[src/hdl/tcv_pkg.sv]
// types, constants and codes shared by the token character set validator
package tcv_pkg;

   localparam int MAX_TOKEN_LEN = 255;
   localparam int COUNT_W = 9;
   localparam logic [COUNT_W-1:0] COUNT_SAT = COUNT_W'(MAX_TOKEN_LEN + 1);

   localparam logic [7:0] PRINT_LO = 8'h20;
   localparam logic [7:0] PRINT_HI = 8'h7E;
   localparam logic [7:0] CHAR_SPACE = 8'h20;
   localparam logic [7:0] CHAR_DASH = 8'h2D;
   localparam logic [7:0] CHAR_DOT = 8'h2E;
   localparam logic [7:0] CHAR_SLASH = 8'h2F;
   localparam logic [7:0] CHAR_UNDERSCORE = 8'h5F;

   typedef enum logic [1:0] {
      PROFILE_LOWER = 2'd0,
      PROFILE_HEX = 2'd1,
      PROFILE_PRINT = 2'd2,
      PROFILE_UNDEF = 2'd3
   } profile_type;

   typedef enum logic [1:0] {
      CSR_PROFILE = 2'd0,
      CSR_LEN_LO = 2'd1,
      CSR_LEN_HI = 2'd2
   } csr_index_type;

   typedef enum logic [2:0] {
      VERDICT_OK = 3'd0,
      VERDICT_LENGTH = 3'd1,
      VERDICT_FIRST = 3'd2,
      VERDICT_LAST = 3'd3,
      VERDICT_CHARSET = 3'd4,
      VERDICT_CONSEC = 3'd5
   } verdict_type;

   typedef struct packed {
      logic [7:0] character;
      logic is_last;
   } req_type;

   typedef struct packed {
      logic [2:0] verdict;
      logic [COUNT_W-1:0] token_length;
   } rsp_type;

   typedef struct packed {
      logic in_set;
      logic sep;
      logic edge_bad;
   } char_class_type;

endpackage

[src/hdl/tcv_classify.sv]
// character classification against the selected profile
module tcv_classify (
   input logic [1:0] profile,
   input logic [7:0] character,
   output tcv_pkg::char_class_type cls
);

   logic lower;
   logic digit;
   logic hexlet;
   logic sep_lower;

   assign lower = character inside {[8'h61:8'h7A]};
   assign digit = character inside {[8'h30:8'h39]};
   assign hexlet = character inside {[8'h61:8'h66]};
   assign sep_lower = character inside {tcv_pkg::CHAR_DOT, tcv_pkg::CHAR_DASH,
                                        tcv_pkg::CHAR_UNDERSCORE, tcv_pkg::CHAR_SLASH};

   always_comb begin
      cls = '0;
      case (profile)
         tcv_pkg::PROFILE_LOWER: begin
            cls.sep = sep_lower;
            cls.in_set = lower | digit | sep_lower;
            cls.edge_bad = ~lower & ~digit;
         end
         tcv_pkg::PROFILE_HEX: begin
            cls.sep = (character == tcv_pkg::CHAR_DASH);
            cls.in_set = digit | hexlet | (character == tcv_pkg::CHAR_DASH);
            cls.edge_bad = (character == tcv_pkg::CHAR_DASH);
         end
         tcv_pkg::PROFILE_PRINT: begin
            cls.sep = 1'b0;
            cls.in_set = character inside {[tcv_pkg::PRINT_LO:tcv_pkg::PRINT_HI]};
            cls.edge_bad = (character == tcv_pkg::CHAR_SPACE);
         end
         default: begin
            cls = '0;
         end
      endcase
   end

endmodule

[src/hdl/tcv_checker.sv]
// per-token state, verdict selection and result register
module tcv_checker (
   input logic clock,
   input logic reset,
   input logic advance,
   input logic [1:0] profile,
   input logic [7:0] len_lo,
   input logic [7:0] len_hi,
   input tcv_pkg::req_type item,
   input tcv_pkg::char_class_type cls,
   input logic rsp_ready,
   output logic rsp_valid,
   output tcv_pkg::rsp_type rsp_data
);

   logic [tcv_pkg::COUNT_W-1:0] count_ff, count_in, count_next;
   logic prev_sep_ff, prev_sep_in;
   logic first_bad_ff, first_bad_in, first_bad_next;
   tcv_pkg::verdict_type body_err_ff, body_err_in, body_err_next;
   logic rsp_valid_ff, rsp_valid_in;
   tcv_pkg::rsp_type rsp_ff, rsp_in;
   tcv_pkg::verdict_type verdict;
   logic take_result;

   assign take_result = advance & item.is_last;

   always_comb begin
      count_next = (count_ff < tcv_pkg::COUNT_SAT) ? count_ff + 1'b1 : count_ff;
      first_bad_next = (count_ff == '0) ? cls.edge_bad : first_bad_ff;
      body_err_next = body_err_ff;
      if (body_err_ff == tcv_pkg::VERDICT_OK) begin
         if (!cls.in_set) begin
            body_err_next = tcv_pkg::VERDICT_CHARSET;
         end else if (cls.sep && prev_sep_ff) begin
            body_err_next = tcv_pkg::VERDICT_CONSEC;
         end
      end

      if ((count_next < {1'b0, len_lo}) || (count_next > {1'b0, len_hi})) begin
         verdict = tcv_pkg::VERDICT_LENGTH;
      end else if (profile == tcv_pkg::PROFILE_UNDEF) begin
         verdict = tcv_pkg::VERDICT_CHARSET;
      end else if (first_bad_next) begin
         verdict = tcv_pkg::VERDICT_FIRST;
      end else if (cls.edge_bad) begin
         verdict = tcv_pkg::VERDICT_LAST;
      end else begin
         verdict = body_err_next;
      end

      count_in = count_ff;
      prev_sep_in = prev_sep_ff;
      first_bad_in = first_bad_ff;
      body_err_in = body_err_ff;
      if (advance) begin
         if (item.is_last) begin
            count_in = '0;
            prev_sep_in = 1'b0;
            first_bad_in = 1'b0;
            body_err_in = tcv_pkg::VERDICT_OK;
         end else begin
            count_in = count_next;
            prev_sep_in = cls.sep;
            first_bad_in = first_bad_next;
            body_err_in = body_err_next;
         end
      end

      rsp_in = rsp_ff;
      rsp_valid_in = rsp_valid_ff & ~rsp_ready;
      if (take_result) begin
         rsp_in.verdict = verdict;
         rsp_in.token_length = count_next;
         rsp_valid_in = 1'b1;
      end
   end

   always_ff @(posedge clock) begin
      if (reset) begin
         count_ff <= '0;
         prev_sep_ff <= 1'b0;
         first_bad_ff <= 1'b0;
         body_err_ff <= tcv_pkg::VERDICT_OK;
         rsp_valid_ff <= 1'b0;
      end else begin
         count_ff <= count_in;
         prev_sep_ff <= prev_sep_in;
         first_bad_ff <= first_bad_in;
         body_err_ff <= body_err_in;
         rsp_valid_ff <= rsp_valid_in;
      end
   end

   always_ff @(posedge clock) begin
      rsp_ff <= rsp_in;
   end

   assign rsp_valid = rsp_valid_ff;
   assign rsp_data = rsp_ff;

endmodule

[src/hdl/token_charset_validator_top.sv]
// top level of the token character set validator: csr, input register and checker
// Checks a token that arrives one character per transfer on req_, the final
// character marked by is_last; exactly one result transfer on rsp_ follows
// each marked character, carrying the first failing check and the saturating
// length. Unless stalled, one character is taken per cycle: a character is held
// in the input register, then the classifier and checker update the token state
// and, on the last character, load the result register. The input side stalls only
// while a last character waits for a result register that is still occupied.
// Configuration writes on csr_ take effect at once and belong between tokens.
module token_charset_validator_top (
   input logic clock,
   input logic reset,
   input logic req_valid,
   output logic req_ready,
   input tcv_pkg::req_type req_data,
   output logic rsp_valid,
   input logic rsp_ready,
   output tcv_pkg::rsp_type rsp_data,
   input logic csr_we,
   input logic [1:0] csr_index,
   input logic [7:0] csr_wdata
);

   logic [1:0] profile_ff;
   logic [7:0] len_lo_ff;
   logic [7:0] len_hi_ff;
   logic in_valid_ff, in_valid_in;
   tcv_pkg::req_type in_ff, in_in;
   logic advance;
   tcv_pkg::char_class_type cls;

   always_ff @(posedge clock) begin
      if (reset) begin
         profile_ff <= tcv_pkg::PROFILE_LOWER;
         len_lo_ff <= 8'd1;
         len_hi_ff <= 8'd255;
      end else if (csr_we) begin
         case (csr_index)
            tcv_pkg::CSR_PROFILE: profile_ff <= csr_wdata[1:0];
            tcv_pkg::CSR_LEN_LO: len_lo_ff <= csr_wdata;
            tcv_pkg::CSR_LEN_HI: len_hi_ff <= csr_wdata;
            default: ;
         endcase
      end
   end

   // a last character needs the result register free
   assign advance = in_valid_ff & (~in_ff.is_last | ~rsp_valid | rsp_ready);
   assign req_ready = ~in_valid_ff | advance;

   always_comb begin
      in_valid_in = in_valid_ff & ~advance;
      in_in = in_ff;
      if (req_valid && req_ready) begin
         in_valid_in = 1'b1;
         in_in = req_data;
      end
   end

   always_ff @(posedge clock) begin
      if (reset) begin
         in_valid_ff <= 1'b0;
      end else begin
         in_valid_ff <= in_valid_in;
      end
   end

   always_ff @(posedge clock) begin
      in_ff <= in_in;
   end

   tcv_classify u_classify (
      .profile(profile_ff),
      .character(in_ff.character),
      .cls(cls)
   );

   tcv_checker u_checker (
      .clock(clock),
      .reset(reset),
      .advance(advance),
      .profile(profile_ff),
      .len_lo(len_lo_ff),
      .len_hi(len_hi_ff),
      .item(in_ff),
      .cls(cls),
      .rsp_ready(rsp_ready),
      .rsp_valid(rsp_valid),
      .rsp_data(rsp_data)
   );

endmodule

[config.mk]
export PLATFORM = sky130hd
export DESIGN_NAME = token_charset_validator_top
export DESIGN_NICKNAME = d
export VERILOG_FILES = /design/src/hdl/tcv_pkg.sv /design/src/hdl/tcv_classify.sv /design/src/hdl/tcv_checker.sv /design/src/hdl/token_charset_validator_top.sv
export SDC_FILE = /design/constraint.sdc
export NUM_CORES = 1
export LEC_CHECK = 0
export ABC_AREA = 1
export CORE_MARGIN = 8
export CORE_UTILIZATION = 60
export DETAILED_ROUTE_END_ITERATION = 8
export DONT_BUFFER_PORTS = 1
export MAX_ROUTING_LAYER = met4
export PLACE_DENSITY_LB_ADDON = 0.05
export SLEW_MARGIN = 20
export SYNTH_ARGS = -nofsm -noshare
export SYNTH_HDL_FRONTEND = slang
export SYNTH_SLANG_ARGS = --single-unit
[constraint.sdc]
create_clock -name clock -period 3 [get_ports clock]
set_input_delay 0 -clock clock [delete_from_list [all_inputs] [get_ports clock]]
set_output_delay 0 -clock clock [all_outputs]
set_load 0.05 [all_outputs]
# Yosys cells after proc, flatten, opt, wreduce, memory -nomap -nowiden
# Cells that the tools add are included.
word_totals:
  latch_bits: 0
  n_memories: 0
  regBits: 55
  rom_bits: 0
  wordCells: 85
  ram_bits: 0
  output_inout_bits: 14
  inputBits: 24
classes:
  bitwise: 19
  add_sub_neg: 1
  n_shift: 0
  n_reduce_logical: 16
  magnitude_cmp: 10
  n_eq_ne: 10
  n_mux: 15
  div: 0
  n_mul: 0
op_table:
  columns: ["operator", "n"]
  rows:
  - ["== test 8 x 6 -> 1 bit (second input constant)", 4]
  - ["less-or-equal comparator 8 x 7 -> 1 bit (second input constant)", 3]
  - ["2-to-1 mux 3 bit", 7]
  - ["2-to-1 mux 9 bit", 2]
  - ["greater-or-equal comparator 8 x 6 -> 1 bit (second input constant)", 2]
  - ["adder 9 x 1 -> 9 bit (second input constant)", 1]
  - ["greater-than comparator 9 x 8 -> 1 bit", 1]
  - ["logical NOT 9 bit", 1]
  - ["less-than comparator 9 x 8 -> 1 bit", 1]
  - ["less-than comparator 9 bit (second input constant)", 1]
  - ["case mux 3 bit (3 select lines)", 1]
  - ["== test 8 x 7 -> 1 bit (second input constant)", 1]
  - ["greater-or-equal comparator 8 x 7 -> 1 bit (second input constant)", 1]
  - ["less-or-equal comparator 8 x 6 -> 1 bit (second input constant)", 1]
  - ["NOT 1 bit", 7]
  - ["OR 1 bit", 7]
  - ["== test 2 bit (second input constant)", 3]
  - ["logical AND 1 bit", 6]
  - ["AND reduction 2 bit", 3]
  - ["bitwise AND 1 bit", 5]
  - ["2-to-1 mux 1 bit", 5]
  - ["== test 2 x 1 -> 1 bit (second input constant)", 2]
  - ["logical NOT 2 bit", 2]
  - ["nonzero test 4 bit", 1]
  - ["3 further kinds", 3]

# Depth between registers and ports, before layout
depth:
  ltp_word: 12
  mapped_depth: 17
  mapped_depth_nobuf: 17

# Cells and area by module
# A second synthesis with hierarchy kept.
hier_totals:
  hier_cells: 404
  area_unflattened_um2: 3050.4
by_module_without_submodules:
  columns: ["module", "n_inst", "cells_each", "seq_area_each_um2", "area_per_inst_um2"]
  rows:
  - ["tcv_checker", 1, 213, 660.6, 1659.1]
  - ["token_charset_validator_top", 1, 118, 650.6, 1051.0]
  - ["tcv_classify", 1, 73, 0.0, 340.3]

# Worst setup path before layout
# Ideal clock, no wire load.
synth_path:
  path_kind: "register to register"
  startpoint: "register u_checker.count_ff[0] (netlist name)"
  endpoint: "register u_checker.rsp_ff (netlist bit u_checker.rsp_data[9]), data pin"
  t_required_ps: 2735
  period_less_slack_ps: 2178
  setup_ps: 265
  path_buffers: 0
  setup_slack_ps: 822
  t_arrival_ps: 1914
  path_stages_with_launch: 16
  cell_sequence: "dfxtp_1 ha_1 inv_1 nor2_1 nand3_1 xor2_1 inv_1 ha_1 nand2_1 nor2_1 a211oi_1 nor2_1 nor2_1 nand2_1 nand2_2 nand3_1"
synth_between:
  elab_chain_cells: 4
  word_cells_on_any_way: 10
  cone_classes: "add/sub (1); order compare (3); mux (4); reduce/logical (2)"
synth_lines:
  columns: ["item", "line_no", "rtl"]
  rows:
  - ["from (decl)", "tcv_checker.sv:16", "logic [tcv_pkg::COUNT_W-1:0] count_ff, count_in, count_next;"]
  - ["from (signal assigned)", "tcv_checker.sv:86", "count_ff <= count_in;"]
  - ["adder 9 x 1 -> 9 bit / less-than comparator 9 bit (equally long branches)", "tcv_checker.sv:28", "count_next = (count_ff < tcv_pkg::COUNT_SAT) ? count_ff + 1'b1 : count_ff;"]
  - ["2-to-1 mux 9 bit (*)", "tcv_checker.sv:28", null]
  - ["named net u_checker.count_next (one bit)", "tcv_checker.sv:16", null]
  - ["less-than comparator 9 x 8 -> 1 bit / greater-than comparator 9 x 8 -> 1 bit (equally long branches)", "tcv_checker.sv:39", "if ((count_next < {1'b0, len_lo}) || (count_next > {1'b0, len_hi})) begin"]
  - ["logical OR 1 bit (*)", "tcv_checker.sv:39", null]
  - ["to (signal assigned)", "tcv_checker.sv:95", "rsp_ff <= rsp_in;"]
  - ["to (decl)", "tcv_checker.sv:21", "tcv_pkg::rsp_type rsp_ff, rsp_in;"]
# Mark *: on every way through the listed nets, which the timed path passes. The rest lies on a longest branch.
# A chain may end at the register's enable or synchronous reset.

# Worst setup path after layout
# Ends and elaborated chain as after synthesis.

==> summary.txt <==
Status
  – Outcome: complete, no violations

GRT
  – Total gr overflow: 0
  – Pin count of the biggest net entering global routing: 21
  – Initial antenna violation count: 0
  – Global-route wire length before repair: 11.2 mm
  – Vias in the first global route: 2339
  – GRT Total Usage: 19.5%

Yosys
  – Commonest cells post-synth: nand2_1 (88), inv_1 (51), dfxtp_1 (34), nor2_1 (34), a21oi_1 (26)
  – Mapped cell area: 0.00292 mm2
  – Synth warn: 0
  – Post-Synthesis Cells: 371
  – Register bit total from synthesis: 55
  – Sequential area share after synthesis: 44.9%
  – Asr flop ratio synth: 0%
  – Post-synth EDFFs: 21
  – Post-synth top flop: dfxtp_1
  – Most common cell in the netlist: nand2_1
  – Distinct cells, synth: 33
  – Post-synth top area share: 23.3%
  – Post-synth top area cell: dfxtp_1
  – Synth top area cells: dfxtp_1 (23%), edfxtp_1 (22%), nand2_1 (11%)
  – Syn Nets: 412
  – Syn avg cell area: 7.88 um2

Power
  – Combinational Power Share: 12.6%
  – Design Power: 1.39 mW
  – Max VDD drop: 0.362 mV
  – PwrDens: 420 mW/mm2
  – NetSw: 0.357 mW
  – Lkg Pwr: 1.52 nW
  – P_int: 1.04 mW
  – Sw Ratio: 25.6%
  – Clock share of power: 27.7%
  – Flop pwr share: 59.8%

Die
  – Initial Util: 61.9%
  – Rows: 25
  – # IOs: 38
  – Total die area: 0.00736 mm2
  – Die width: 85.8 um
  – Die Y: 85.8 um
  – CORE AREA: 0.00472 mm2

STA
  – Min Tclk post-route: 2.52 ns
  – Setup tns final: 0 ns
  – Worst slew pin tran: 0.633 ns
  – FMAX: 397 MHz
  – RSZ-0062 raised after global routing: no
  – Final Max Tran Viols: 0
  – Final Hold Vio Count: 0
  – Crit share post-route: 84.0%
  – # setup viols final: 0
  – Skew final: 0.0113 ns
  – Slew margin rel.: 57.3%

Detailed routing
  – Number of remaining DRC errors: 0
  – 1st-pass router iterations: 4
  – DR WL/cell: 13.7 um
  – Total Wirelength: 6.38 mm
  – Via count: 2411
  – Initial DRC Count: 132
  – Antenna viol nets, final: 0
  – Via/cell ratio: 5.17

Layout
  – Final Cell Area: 0.00332 mm2
  – Post-route insts no fill: 466
  – Final nets: 439
  – Layout area overhead: 13.7%
  – # diodes: 0
  – Proportion of layout cells with a drive suffix above 1: 9.52%

Clocking
  – Setup Buffers After CTS: 0
  – CTS max path bufs: 2
  – Clk pin slew, worst setup/hold paths: 0.09 ns
  – CTS H-tree depth: 2
  – Clk sinks: 55
  – Clk_lat worst skew: 0.30 ns
  – Root Buffer: clkbuf_8
  – TritonCTS Buffers: 5
  – CTS tree: done

Worst hold path
  – Hold Path Class: in2reg
  – Worst Hold Path EP: profile_ff[0]
  – WHS Path Cells: 4
  – Min-delay src: csr_we

Setup path
  – WS Path Type: reg2reg
  – Required time worst endpoint: 3.06 ns
  – Worst reg2reg startpoint: u_checker.count_ff[0]
  – Reg2Reg Depth: 13
  – Kind of end point of the critical path: register
  – Reg2reg setup slack: 0.48 ns
  – FF-to-FF End: u_checker.rsp_data[9]
  – Arrival time at the worst endpoint: 2.58 ns
  – Critical path startpoint category: register
  – CP max FO: 4

Place
  – Port Buffers: 0
  – Final GP Congestion: 0.851
  – Hpwl dp: 4.63 mm
  – Placed cell count: 434
  – Area after DPL: 0.00300 mm2

Job
  – # Max-Cap Violations: 0
-- routing by layer --
metal / vias to the layer above / routed length (um) / track usage (%)
met3: 11 / 264 / 4.01
met4: 0 / 125 / 7.32
met1: 1091 / 3020 / 23.8
met5: - / 0 / -
li1: 1264 / - / -
met2: 45 / 2970 / 31.0
-- worst max-delay path by stage --
stage	start	end	slack [ns]
finish	u_checker.count_ff[0]	u_checker.rsp_data[9]	0.48
CTS	u_checker.count_ff[0]	u_checker.rsp_data[9]	0.45
floorplan	u_checker.count_ff[0]	u_checker.rsp_data[9]	0.82
global route	u_checker.count_ff[1]	u_checker.rsp_data[10]	0.26
global placement	u_checker.count_ff[0]	u_checker.rsp_data[9]	0.48
detailed placement	u_checker.count_ff[0]	u_checker.rsp_data[9]	0.48
-- kinds of logic (layout without fill, tap and decap cells) --
kind of cell	after synthesis	in the layout	share of synthesized area, %
adders and majority gates	17	17	7.28
DFF	55	55	44.9
buffers and inverters	65	93	8.43
xor gates and xnor gates	5	5	1.50
AOI/OAI and AO/OA	59	59	12.0
and+or+nand+nor	170	170	25.9
-- worst max-delay path, cell delays in order (launching register included) --
cell and delay (ns):
dfxtp_1 0.39, ha_1 0.16, inv_1 0.05, nor2_1 0.16, xor2_1 0.39, ha_1 0.33, a21oi_1 0.16, nor2_1 0.05
a211oi_1 0.20, nor2_1 0.08, nor2_1 0.10, nand2_1 0.07, nand2_2 0.07, nand3_1 0.07
-- layout by cell type (no fill, tap or decap), types with 4 or more instances in the layout --
master         netlist  final
clkbuf_8             0      5
xor2_1               4      4
o211ai_1            11     11
nand2_2              7      7
nor3_1               7      7
nor2_1              34     34
dlygate4sd3_1        0     24
ha_1                17     17
nand3_1             19     19
nand2_1             88     88
a21oi_1             26     26
edfxtp_1            21     21
dfxtp_1             34     34
inv_1               51     51
inv_2                7      7
o21ai_0             14     14
-- cell type report --
class	count	area (um2)
multi-input combinational	251	1370
inverter	58	218
fill	399	1400
tap	67	83.8
clock buffer	7	76.3
timing repair buffer	27	263
sequential	55	1310
clock inverter	1	5.00
-- state kept, by name (all words and copies together) (netlist names), 2 cells and up --
| name | cells |
|---|---|
| u_checker.body_err_ff | 3 |
| len_hi_ff | 8 |
| profile_ff | 2 |
| len_lo_ff | 8 |
| u_checker.rsp_data | 12 |
| in_ff | 9 |
| u_checker.count_ff | 9 |
-- power by group through the flow --
stage	sequential, mW	clock, mW	combinational [mW]
floorplan	0.848	0	0.116
global placement	0.850	0	0.141
detailed placement	0.851	0	0.145
CTS	0.833	0.396	0.174
global route	0.838	0.426	0.201
finish	0.833	0.386	0.176
-- timing repair --
item                                   CTS  global route
gates resized for setup                  0             0
endpoints found under the hold margin   40             0
hold buffers                            24             0
setup endpoints to repair                0             0
-- through the flow --
step                hold WS, ns  setup slack, ns  util [%]
finish                   0.0409            0.480      70.3
global route             0.0698            0.257      70.3
CTS                    0.000443            0.447      70.3
detailed placement       0.0672            0.478      63.5
global placement         0.0666            0.477      63.5
floorplan                0.0691            0.822         -
Note: power is estimated with default switching activity, not from simulation.
